==> src/srf_pkg.sv <==
`timescale 1ns / 1ps
// Package for the stepped crossfade ramp: default sizes, register indexes,
// and the control struct between the sequencer and the level units. No dependencies.
package srf_pkg;

    localparam int MAX_STEPS_DEF  = 20;
    localparam int FRAC_BITS_DEF  = 16;
    localparam int FADE_W         = 14;
    localparam int MS_PER_STEP    = 100;
    localparam int FADE_RST       = 1200;
    localparam int CFG_IDX_W      = 2;

    localparam logic [CFG_IDX_W-1:0] REG_ALT_GAIN = 2'd0;
    localparam logic [CFG_IDX_W-1:0] REG_FADE_OUT = 2'd1;
    localparam logic [CFG_IDX_W-1:0] REG_FADE_IN  = 2'd2;

    typedef struct packed {
        logic init;
        logic load_unit;
        logic advance;
    } t_lerp_ctl;

endpackage

==> src/srf_serdiv.sv <==
`timescale 1ns / 1ps
// Bit-serial restoring divider: one quotient bit per cycle, done pulse at the end.
// Uses no package items.
module srf_serdiv #(
    parameter int DW = 19,
    parameter int VW = 7
) (
    input  logic          i_clk,
    input  logic          i_rst_n,
    input  logic          i_start,
    input  logic [DW-1:0] i_dividend,
    input  logic [VW-1:0] i_divisor,
    output logic          o_done,
    output logic [DW-1:0] o_quot,
    output logic [VW-1:0] o_rem
);
    localparam int CW = (DW > 1) ? $clog2(DW) : 1;

    logic          r_busy;
    logic          r_done;
    logic [CW-1:0] r_cnt;
    logic [DW-1:0] r_quot;
    logic [VW-1:0] r_rem;
    logic [VW-1:0] r_div;
    logic [VW:0]   n_trial;
    logic [VW:0]   n_diff;
    logic          n_ge;

    always_comb begin
        n_trial = {r_rem, r_quot[DW-1]};
        n_ge    = n_trial >= {1'b0, r_div};
        n_diff  = n_trial - {1'b0, r_div};
    end

    always_ff @(posedge i_clk) begin
        if (!i_rst_n) begin
            r_busy <= 1'b0;
            r_done <= 1'b0;
            r_cnt  <= '0;
        end else begin
            r_done <= 1'b0;
            if (i_start) begin
                r_busy <= 1'b1;
                r_cnt  <= '0;
            end else if (r_busy) begin
                r_cnt <= r_cnt + 1'b1;
                if (r_cnt == CW'(DW - 1)) begin
                    r_busy <= 1'b0;
                    r_done <= 1'b1;
                end
            end
        end
    end

    always_ff @(posedge i_clk) begin
        if (i_start) begin
            r_quot <= i_dividend;
            r_rem  <= '0;
            r_div  <= i_divisor;
        end else if (r_busy) begin
            r_rem  <= n_ge ? n_diff[VW-1:0] : n_trial[VW-1:0];
            r_quot <= {r_quot[DW-2:0], n_ge};
        end
    end

    assign o_done = r_done;
    assign o_quot = r_quot;
    assign o_rem  = r_rem;
endmodule

==> src/srf_lerp.sv <==
`timescale 1ns / 1ps
// One level unit: holds start, direction and the per-step quotient and remainder,
// and accumulates start + d*k/steps step by step. Depends on srf_pkg.
module srf_lerp #(
    parameter int W  = 17,
    parameter int SW = 5
) (
    input  logic              i_clk,
    input  srf_pkg::t_lerp_ctl i_ctl,
    input  logic [W-1:0]      i_start,
    input  logic [W-1:0]      i_target,
    input  logic [W-1:0]      i_quot,
    input  logic [SW-1:0]     i_rem,
    input  logic [SW-1:0]     i_steps,
    output logic [W-1:0]      o_mag,
    output logic [W-1:0]      o_next_level
);
    import srf_pkg::*;

    logic [W-1:0]  r_start;
    logic [W-1:0]  r_mag;
    logic          r_neg;
    logic [W-1:0]  r_q;
    logic [SW-1:0] r_r;
    logic [W-1:0]  r_q1;
    logic [SW-1:0] r_r1;
    logic [SW:0]   n_sum;
    logic          n_carry;
    logic [SW:0]   n_wrap;
    logic [W-1:0]  n_q;

    always_comb begin
        n_sum   = {1'b0, r_r} + {1'b0, r_r1};
        n_carry = n_sum >= {1'b0, i_steps};
        n_wrap  = n_sum - {1'b0, i_steps};
        n_q     = r_q + r_q1 + W'(n_carry);
    end

    always_ff @(posedge i_clk) begin
        if (i_ctl.init) begin
            r_start <= i_start;
            r_neg   <= i_target < i_start;
            r_mag   <= (i_target < i_start) ? i_start - i_target : i_target - i_start;
            r_q     <= '0;
            r_r     <= '0;
        end else if (i_ctl.advance) begin
            r_q <= n_q;
            r_r <= n_carry ? n_wrap[SW-1:0] : n_sum[SW-1:0];
        end
        if (i_ctl.load_unit) begin
            r_q1 <= i_quot;
            r_r1 <= i_rem;
        end
    end

    assign o_mag        = r_mag;
    assign o_next_level = r_neg ? r_start - n_q : r_start + n_q;
endmodule

==> src/stepped_crossfade_ramp_top.sv <==
`timescale 1ns / 1ps
// Stepped crossfade ramp top: config registers, sequencer, output register.
// Depends on srf_pkg, srf_serdiv, srf_lerp.
//
//  channel   signals                                  direction
//  in        i_in_valid / o_in_stall, i_news_on       event in
//  out       o_out_valid / i_out_stall, levels, step  one transfer per step
//  cfg       i_cfg_valid / o_cfg_ready, index, data   register write
//
// Each event runs serial divisions (DW = max(LEVEL_FRAC_BITS+3, 14)), then one step per cycle
// while the output is not stalled, for 1 to 20 steps at the defaults.
// The shared bit-serial divider sets the setup time; the output register sets the step pace.
// A new event is taken once the last step sits in the output register.
// Reset is synchronous; levels return to main 1.0 and alternate 0.
module stepped_crossfade_ramp_top #(
    parameter int MAX_STEPS       = srf_pkg::MAX_STEPS_DEF,
    parameter int LEVEL_FRAC_BITS = srf_pkg::FRAC_BITS_DEF,
    localparam int MAIN_W = LEVEL_FRAC_BITS + 1,
    localparam int ALT_W  = LEVEL_FRAC_BITS + 3,
    localparam int STEP_W = $clog2(MAX_STEPS + 1),
    localparam int CFG_W  = (ALT_W > srf_pkg::FADE_W) ? ALT_W : srf_pkg::FADE_W
) (
    input  logic                         i_clk,
    input  logic                         i_rst_n,
    input  logic                         i_in_valid,
    output logic                         o_in_stall,
    input  logic                         i_news_on,
    output logic                         o_out_valid,
    input  logic                         i_out_stall,
    output logic [MAIN_W-1:0]            o_main_level,
    output logic [ALT_W-1:0]             o_alternate_level,
    output logic [STEP_W-1:0]            o_step_number,
    output logic                         o_last_step,
    input  logic                         i_cfg_valid,
    output logic                         o_cfg_ready,
    input  logic [srf_pkg::CFG_IDX_W-1:0] i_cfg_index,
    input  logic [CFG_W-1:0]             i_cfg_data
);
    import srf_pkg::*;

    localparam int DIV_VW0 = $clog2(MS_PER_STEP + 1);
    localparam int DIV_VW  = (STEP_W > DIV_VW0) ? STEP_W : DIV_VW0;
    localparam int DIV_DW  = (ALT_W > FADE_W) ? ALT_W : FADE_W;
    localparam logic [MAIN_W-1:0] LEVEL_ONE = MAIN_W'(1) << LEVEL_FRAC_BITS;
    localparam logic [ALT_W-1:0]  ALT_MAX   = ALT_W'(4) << LEVEL_FRAC_BITS;
    localparam logic [ALT_W-1:0]  ALT_RST   =
        ALT_W'(((85 * (2 ** LEVEL_FRAC_BITS)) + 50) / 100);

    localparam logic [2:0] S_IDLE  = 3'd0;
    localparam logic [2:0] S_DSTEP = 3'd1;
    localparam logic [2:0] S_SMAIN = 3'd2;
    localparam logic [2:0] S_DMAIN = 3'd3;
    localparam logic [2:0] S_DALT  = 3'd4;
    localparam logic [2:0] S_STEP  = 3'd5;

    logic [2:0]        r_state;
    logic [ALT_W-1:0]  r_gain;
    logic [FADE_W-1:0] r_fade_out;
    logic [FADE_W-1:0] r_fade_in;
    logic              r_news;
    logic [STEP_W-1:0] r_steps;
    logic [STEP_W-1:0] r_k;
    logic [MAIN_W-1:0] r_main_cur;
    logic [ALT_W-1:0]  r_alt_cur;
    logic              r_out_valid;
    logic [MAIN_W-1:0] r_out_main;
    logic [ALT_W-1:0]  r_out_alt;
    logic [STEP_W-1:0] r_out_step;
    logic              r_out_last;

    logic              in_xfer;
    logic              out_free;
    logic              emit;
    logic              last;
    logic              div_start;
    logic              div_done;
    logic [DIV_DW-1:0] div_dividend;
    logic [DIV_VW-1:0] div_divisor;
    logic [DIV_DW-1:0] div_quot;
    logic [DIV_VW-1:0] div_rem;
    logic [STEP_W-1:0] n_steps;
    logic [ALT_W-1:0]  gain_sat;
    logic [MAIN_W-1:0] main_target;
    logic [ALT_W-1:0]  alt_target;
    logic [MAIN_W-1:0] main_mag;
    logic [ALT_W-1:0]  alt_mag;
    logic [MAIN_W-1:0] main_next;
    logic [ALT_W-1:0]  alt_next;
    t_lerp_ctl         main_ctl;
    t_lerp_ctl         alt_ctl;

    assign o_cfg_ready = 1'b1;
    assign o_in_stall  = r_state != S_IDLE;
    assign in_xfer     = i_in_valid && !o_in_stall;
    assign out_free    = !r_out_valid || !i_out_stall;
    assign emit        = (r_state == S_STEP) && out_free;
    assign last        = (r_k + 1'b1) == r_steps;

    assign gain_sat    = (r_gain > ALT_MAX) ? ALT_MAX : r_gain;
    assign main_target = r_news ? '0 : LEVEL_ONE;
    assign alt_target  = r_news ? gain_sat : '0;

    always_comb begin
        priority if (div_quot == '0) begin
            n_steps = STEP_W'(1);
        end else if (div_quot > DIV_DW'(MAX_STEPS)) begin
            n_steps = STEP_W'(MAX_STEPS);
        end else begin
            n_steps = div_quot[STEP_W-1:0];
        end
    end

    always_comb begin
        div_start = ((r_state == S_IDLE) && in_xfer) || (r_state == S_SMAIN) ||
                    ((r_state == S_DMAIN) && div_done);
        unique case (r_state)
            S_IDLE: begin
                div_dividend = DIV_DW'(i_news_on ? r_fade_out : r_fade_in);
                div_divisor  = DIV_VW'(MS_PER_STEP);
            end
            S_SMAIN: begin
                div_dividend = DIV_DW'(main_mag);
                div_divisor  = DIV_VW'(r_steps);
            end
            default: begin
                div_dividend = DIV_DW'(alt_mag);
                div_divisor  = DIV_VW'(r_steps);
            end
        endcase
    end

    always_comb begin
        main_ctl.init      = (r_state == S_DSTEP) && div_done;
        main_ctl.load_unit = (r_state == S_DMAIN) && div_done;
        main_ctl.advance   = emit;
        alt_ctl.init       = main_ctl.init;
        alt_ctl.load_unit  = (r_state == S_DALT) && div_done;
        alt_ctl.advance    = emit;
    end

    srf_serdiv #(.DW(DIV_DW), .VW(DIV_VW)) u_div (
        .i_clk      (i_clk),
        .i_rst_n    (i_rst_n),
        .i_start    (div_start),
        .i_dividend (div_dividend),
        .i_divisor  (div_divisor),
        .o_done     (div_done),
        .o_quot     (div_quot),
        .o_rem      (div_rem)
    );

    srf_lerp #(.W(MAIN_W), .SW(STEP_W)) u_main (
        .i_clk        (i_clk),
        .i_ctl        (main_ctl),
        .i_start      (r_main_cur),
        .i_target     (main_target),
        .i_quot       (div_quot[MAIN_W-1:0]),
        .i_rem        (div_rem[STEP_W-1:0]),
        .i_steps      (r_steps),
        .o_mag        (main_mag),
        .o_next_level (main_next)
    );

    srf_lerp #(.W(ALT_W), .SW(STEP_W)) u_alt (
        .i_clk        (i_clk),
        .i_ctl        (alt_ctl),
        .i_start      (r_alt_cur),
        .i_target     (alt_target),
        .i_quot       (div_quot[ALT_W-1:0]),
        .i_rem        (div_rem[STEP_W-1:0]),
        .i_steps      (r_steps),
        .o_mag        (alt_mag),
        .o_next_level (alt_next)
    );

    always_ff @(posedge i_clk) begin
        if (!i_rst_n) begin
            r_gain     <= ALT_RST;
            r_fade_out <= FADE_W'(FADE_RST);
            r_fade_in  <= FADE_W'(FADE_RST);
        end else if (i_cfg_valid && o_cfg_ready) begin
            unique case (i_cfg_index)
                REG_ALT_GAIN: r_gain     <= i_cfg_data[ALT_W-1:0];
                REG_FADE_OUT: r_fade_out <= i_cfg_data[FADE_W-1:0];
                REG_FADE_IN:  r_fade_in  <= i_cfg_data[FADE_W-1:0];
                default: ;
            endcase
        end
    end

    always_ff @(posedge i_clk) begin
        if (!i_rst_n) begin
            r_state     <= S_IDLE;
            r_out_valid <= 1'b0;
            r_main_cur  <= LEVEL_ONE;
            r_alt_cur   <= '0;
        end else begin
            if (emit) begin
                r_out_valid <= 1'b1;
                r_main_cur  <= main_next;
                r_alt_cur   <= alt_next;
            end else if (!i_out_stall) begin
                r_out_valid <= 1'b0;
            end
            unique case (r_state)
                S_IDLE:  if (in_xfer) begin
                    r_state <= S_DSTEP;
                end
                S_DSTEP: if (div_done) begin
                    r_state <= S_SMAIN;
                end
                S_SMAIN: r_state <= S_DMAIN;
                S_DMAIN: if (div_done) begin
                    r_state <= S_DALT;
                end
                S_DALT:  if (div_done) begin
                    r_state <= S_STEP;
                end
                S_STEP:  if (emit && last) begin
                    r_state <= S_IDLE;
                end
                default: r_state <= S_IDLE;
            endcase
        end
    end

    always_ff @(posedge i_clk) begin
        if (in_xfer) begin
            r_news <= i_news_on;
        end
        if ((r_state == S_DSTEP) && div_done) begin
            r_steps <= n_steps;
            r_k     <= '0;
        end else if (emit) begin
            r_k <= r_k + 1'b1;
        end
        if (emit) begin
            r_out_main <= main_next;
            r_out_alt  <= alt_next;
            r_out_step <= r_k + 1'b1;
            r_out_last <= last;
        end
    end

    assign o_out_valid       = r_out_valid;
    assign o_main_level      = r_out_main;
    assign o_alternate_level = r_out_alt;
    assign o_step_number     = r_out_step;
    assign o_last_step       = r_out_last;
endmodule

==> config.mk <==
export PLATFORM = sky130hd
export DESIGN_NAME = stepped_crossfade_ramp_top
export DESIGN_NICKNAME = d
export VERILOG_FILES = /design/src/srf_pkg.sv /design/src/srf_serdiv.sv /design/src/srf_lerp.sv /design/src/stepped_crossfade_ramp_top.sv
export SDC_FILE = /design/constraint.sdc
export NUM_CORES = 1
export LEC_CHECK = 0
export ABC_AREA = 0
export BUFFER_PORTS_ARGS = -buffer_cell sky130_fd_sc_hd__clkbuf_2
export CORE_MARGIN = 5
export CORE_UTILIZATION = 53
export CTS_CLUSTER_SIZE = 8
export DETAILED_ROUTE_END_ITERATION = 12
export PLACE_DENSITY = 0.7
export SYNTH_ARGS = -nofsm -noshare
export SYNTH_HDL_FRONTEND = slang
export SYNTH_SLANG_ARGS = --single-unit
==> constraint.sdc <==
create_clock -name i_clk -period 9 [get_ports i_clk]
set_input_delay 1.35 -clock i_clk [delete_from_list [all_inputs] [get_ports i_clk]]
set_output_delay 1.35 -clock i_clk [all_outputs]
set_load 0.02 [all_outputs]
==> results.json, run 1 <==
{
  "antenna_found_initial": 2,
  "antenna_cells": 0,
  "slew_headroom_pct": 24.5,
  "cts-buffers-inserted": 49,
  "drv_cap": 0,
  "synth_ff_type": "edfxtp_1",
  "final_antenna_net_count": 0,
  "fillers": 3097,
  "grt_pass1_wl_mm": 76.1,
  "synth.top_cells.by_count": "nand2_1, a21oi_1, nor2_1, edfxtp_1, dfxtp_1",
  "worst_ep_required_time_ns": 9.46,
  "hold_class": "reg2reg",
  "synth.area.top_cells": "edfxtp_1, dfxtp_1, ha_1",
  "drt_wl_total_mm": 47.6,
  "cp_slowest_stage_delay_ns": 0.53,
  "rsz0062_at_grt": "no",
  "ios": 72,
  "cts_resized": 0,
  "clockBufferDepth": 3,
  "start_util_pct": 53.3,
  "synth_area_um2": 19400,
  "reg2reg_setup_slack_ns": 1.92,
  "yosysMostFrequentCell": "nand2_1",
  "finClkSkew_ns": 0.0284,
  "routabilityCongestion": 0.927,
  "p_leak_nw": 8.53,
  "grt_usage_pct": 22.9,
  "r2r_start": "u_alt.r_r1[1]$_DFFE_PP_",
  "vias_per_cell": 5.77,
  "dieHeight_um": 201,
  "vdd_drop_max_uv": 141,
  "htree_levels": 2,
  "whs_path_depth": 0,
  "min_from": "r_main_cur[16]$_SDFFE_PN1P_",
  "synth.avg_cell_area_um2": 9.33,
  "post-route-min-period_ns": 7.08,
  "nNetsFinal": 2302,
  "reg2reg_depth": 30,
  "die-width_um": 201,
  "drtPass1Iterations": 5,
  "coreArea_um2": 36300,
  "crit_path_max_fanout": 8,
  "worstPathArrival_ns": 7.54,
  "worst-setup-path-type": "reg2reg",
  "cp_slowest_cell": "or4_1",
  "numClockSinks": 344,
  "start_kind": "flop",
  "synth_top_area_share_pct": 29.7,
  "drive_gt1_share_pct": 7.95,
  "areaGrowthSynthToFinish_pct": 11.3,
  "final_core_util_pct": 59.4,
  "vias": 15195,
  "rows": 70,
  "async_flop_share_pct": 0,
  "min_to": "u_main.r_start[16]$_DFFE_PP_",
  "cp-end-kind": "flop",
  "io_buffers": 70,
  "drtIter0Drc": 1225,
  "dp_hpwl_mm": 34.0,
  "synth_edf_count": 192,
  "syn_nets": 2254,
  "drv_slew": 0,
  "ys_seq_area_share_pct": 45.4,
  "status": "finished clean",
  "worst_pin_slew_ns": 1.13,
  "crit_family": "compound AO/OA/AOI/OAI gates",
  "finalHoldViolations": 0,
  "yosys.area.top_type": "edfxtp_1",
  "ys_types": 77,
  "insertion_delay_ns": 0.59,
  "root_buffer": "clkbuf_16",
  "cts.reportedPaths.clkPinSlew_ns": 0.05,
  "grt_overflow_total": 0,
  "die-area_um2": 40500,
  "synth_cells": 2077,
  "yosys_warnings": 0,
  "yosys_register_bits": 344,
  "cts_tree": "yes",
  "fin_setup_tns_ns": 0,
  "wl_per_cell_um": 18.1,
  "setup_viol": 0,
  "post_cts_buffers": 0,
  "fin_crit_sh_pct": 78.6,
  "critical_path_buf_inv_count": 0,
  "grt_pass1_vias": 14706,
  "grt_max_degree": 74,
  "cts_hold_buffers": 0,
  "pwr_density_cell_nw_per_um2": 174,
  "drc": 0,
  "reg2reg_to": "r_alt_cur[18]$_SDFFE_PN0P_",
  "fmax_ghz": 0.141
}
==> per-stage QoR <==
step                      hold WS [ns]  total power [mW]  worst slack (ns)  cells  cell area [um^2]
after floorplan                  0.408              1.94              2.82   2077             19400
after global placement           0.422              2.02              2.25   2542             20100
after detailed placement         0.437              2.03              2.09   2542             20100
after CTS                        0.445              3.77              1.98   2632             21600
after global routing             0.463              3.89              1.33   2632             21600
final                            0.447              3.75              1.92   2632             21600
==> report_power, final <==
part	switching (mW)	internal (mW)	total, mW
Sequential	0.0388	1.70	1.74
Combinational	0.162	0.101	0.263
Clock	0.687	1.06	1.75
Total	0.888	2.86	3.75
==> logic make-up (layout without fill, tap and decap cells) <==
kind of cell,count (synthesis),count (layout),share of synthesized area (%)
and+or+nand+nor,705,705,16.5
AOI/OAI and AO/OA,484,484,15.2
DFF,344,344,45.4
buffers and inverters,210,297,4.10
adders and majority gates,150,150,10.2
xor gates and xnor gates,147,147,6.71
muxes,36,36,1.90
other,1,1,0.0193
==> worst max path at each step <==
stage | startpoint | endpoint | slack, ns | cells past startpoint
after floorplan | u_alt.r_r1[1]$_DFFE_PP_ | r_alt_cur[18]$_SDFFE_PN0P_ | 2.82 | 30
after global placement | u_alt.r_r1[1]$_DFFE_PP_ | r_alt_cur[18]$_SDFFE_PN0P_ | 2.25 | 30
after detailed placement | u_alt.r_r1[1]$_DFFE_PP_ | r_alt_cur[18]$_SDFFE_PN0P_ | 2.09 | 30
after CTS | u_alt.r_r1[1]$_DFFE_PP_ | r_alt_cur[18]$_SDFFE_PN0P_ | 1.98 | 30
after global routing | u_alt.r_r1[1]$_DFFE_PP_ | r_alt_cur[18]$_SDFFE_PN0P_ | 1.33 | 30
final | u_alt.r_r1[1]$_DFFE_PP_ | r_alt_cur[18]$_SDFFE_PN0P_ | 1.92 | 30
==> state kept, by name, indices dropped and copies added (netlist names), 6 cells and up <==
signal and count:
u_alt.r_q 19, u_alt.r_start 19, r_fade_out 14, u_div.o_rem 7, r_main_cur 17, u_div.r_div 6
r_gain 19, u_main.r_q 17, u_main.r_q1 17, u_alt.r_q1 19, u_div.o_quot 19, u_main.r_start 16
u_main.o_mag 17, u_alt.o_mag 19, o_main_level 17, r_alt_cur 19, r_fade_in 14, o_alternate_level 19
==> layout make-up <==
cell class	count	area, um^2	share of cell area (%)
Clock inverter	4	92.6	0.429
Tap cell	468	586	2.71
Inverter	128	483	2.24
Timing Repair Buffer	79	418	1.94
Sequential cell	344	8810	40.8
Clock buffer	86	1380	6.37
Multi-Input combinational cell	1523	9820	45.5
==> cell usage in the layout, fill, tap and decap left out, drive strengths merged, types with 6 or more instances in the layout <==
master	n
nand2	282
a21oi	228
nor2	194
edfxtp	192
clkbuf	156
dfxtp	152
ha	137
inv	128
xnor2	95
o21ai	74
xor2	51
nand3	49
nor3	37
a21o	34
a211oi	32
mux2i	30
nor2b	23
nand2b	20
a31oi	19
nor4	15
or3	14
o21bai	13
fa	13
and2	13
o21a	12
or2	12
and3	11
nand4	10
buf	9
a221oi	8
a21boi	8
o211ai	7
o31ai	7
mux2	6
==> layer usage <==
layer  GRT usage (%)  vias to the layer above  part of all wire [%]
li1                -                     7419                     -
met1            32.1                     7272                    45
met2            36.8                      423                    46
met3            4.25                       81                   6.0
met4            6.18                        0                   2.4
met5               0                        -                     0
Power figures use the tool's default switching activity.
==> run 2, diff against run 1 <==
==> constraint.sdc (replaced) <==
create_clock -name i_clk -period 6.75 [get_ports i_clk]
set_input_delay 1.0125 -clock i_clk [delete_from_list [all_inputs] [get_ports i_clk]]
set_output_delay 1.0125 -clock i_clk [all_outputs]
set_load 0.02 [all_outputs]
==> results.json, run 2 (same netlist as run 1, synthesis figures left out) <==
{
  "vdd_drop_max_uv": 166,
  "status": "finished clean",
  "cp_slowest_stage_delay_ns": 0.60,
  "dieHeight_um": 201,
  "finClkSkew_ns": 0.0169,
  "worstPathArrival_ns": 6.92,
  "die-area_um2": 40500,
  "finalHoldViolations": 0,
  "fmax_ghz": 0.155,
  "wl_per_cell_um": 18.2,
  "areaGrowthSynthToFinish_pct": 12.7,
  "numClockSinks": 344,
  "vias": 15236,
  "drtIter0Drc": 1039,
  "post-route-min-period_ns": 6.44,
  "setup_viol": 0,
  "io_buffers": 70,
  "routabilityCongestion": 0.931,
  "grt_usage_pct": 23.2,
  "drc": 0,
  "drv_slew": 0,
  "grt_max_degree": 74,
  "rows": 70,
  "worst_ep_required_time_ns": 7.23,
  "ios": 72,
  "dp_hpwl_mm": 34.1,
  "worst_pin_slew_ns": 1.19,
  "crit_top_cell": "xnor2_1",
  "cp_slowest_cell": "or4_1",
  "vias_per_cell": 5.75,
  "final.setup.worst_slack_ns": 0.309,
  "start_kind": "flop",
  "slew_headroom_pct": 20.4,
  "cts.reportedPaths.clkPinSlew_ns": 0.05,
  "drive_gt1_share_pct": 9.95,
  "insertion_delay_ns": 0.59,
  "grt_overflow_total": 0,
  "drtPass1Iterations": 5,
  "start_util_pct": 53.3,
  "p_leak_nw": 8.63,
  "drt_wl_total_mm": 48.1,
  "pre_cts_ws_ns": 0.0774,
  "final_common_cell": "nand2_1",
  "die-width_um": 201,
  "cts_tree": "yes",
  "grt_pass1_wl_mm": 77.3,
  "nNetsFinal": 2318,
  "final_antenna_net_count": 0,
  "coreArea_um2": 36300,
  "hold_slack_ns": 0.437,
  "antenna_cells": 0,
  "clockBufferDepth": 3,
  "cp-end-kind": "flop",
  "htree_levels": 2,
  "final_cell_mix": "nand2_1, a21oi_1, nor2_1, edfxtp_1, dfxtp_1",
  "crit_path_max_fanout": 5,
  "hold_class": "reg2reg",
  "cts-buffers-inserted": 49,
  "fin_setup_tns_ns": 0,
  "grt_pass1_vias": 14862,
  "drv_cap": 0,
  "fin_crit_sh_pct": 95.4,
  "root_buffer": "clkbuf_16",
  "pwr_density_cell_nw_per_um2": 227,
  "worst-setup-path-type": "reg2reg",
  "antenna_found_initial": 0
}
## run 2: timing repair
item | in CTS | in global routing
setup buffers | 0 | 9
endpoints found under the setup margin | 0 | 24
gates resized for setup | 0 | 39
hold buffers | 0 | 0
## run 2: cell type report
type,instances,area (um^2)
fillers,3075,14500
multi-input cells,1523,9980
flip-flops and latches,344,8810
clock buffers,86,1370
well taps,468,586
repair buffers,95,551
inverters,128,483
clock inverters,4,73.8
## run 2: critical path, delay by kind of cell, from the launching register on
family	cells	cell delay, ns
AO/OA/AOI/OAI	12	2.49
adder cells (fa/ha/maj)	6	1.47
buffers and inverters	2	0.12
AND/OR/NAND/NOR	9	1.51
XOR/XNOR	3	0.36
flip-flops	1	0.37
## run 2: stage by stage
stage | util (%) | cells | power, mW | area, um^2
final | 60.1 | 2648 | 4.95 | 21800
after global routing | 60.1 | 2648 | 5.15 | 21800
after CTS | 59.5 | 2639 | 5.00 | 21600
after detailed placement | 55.5 | 2549 | 2.71 | 20200
after global placement | 55.5 | 2549 | 2.70 | 20200
after floorplan | - | 2077 | 2.59 | 19400
## run 2: power breakdown
group	total [mW]	switching [mW]	internal, mW
combinational	0.353	0.218	0.135
clock	2.28	0.916	1.37
sequential	2.32	0.0503	2.27
## run 2: layer usage
metal,wire [um],part of all wire [%],up-vias,GRT usage (%)
li1,-,-,7469,-
met1,21400,45,7248,31.5
met2,22500,47,426,37.9
met3,2820,5.9,93,4.50
met4,1370,2.9,0,7.45
met5,0,0,-,0
## run 2: path summary, 6_finish.rpt
check / start / endpoint / slack [ns] / depth (start not counted)
worst max register to register: u_alt.r_r1[0]$_DFFE_PP_ / r_alt_cur[18]$_SDFFE_PN0P_ / 0.31 / 32
worst min register to register: r_main_cur[16]$_SDFFE_PN1P_ / u_main.r_start[16]$_DFFE_PP_ / 0.44 / 0
worst min-delay path: r_main_cur[16]$_SDFFE_PN1P_ / u_main.r_start[16]$_DFFE_PP_ / 0.44 / 0
worst max-delay path: u_alt.r_r1[0]$_DFFE_PP_ / r_alt_cur[18]$_SDFFE_PN0P_ / 0.31 / 32
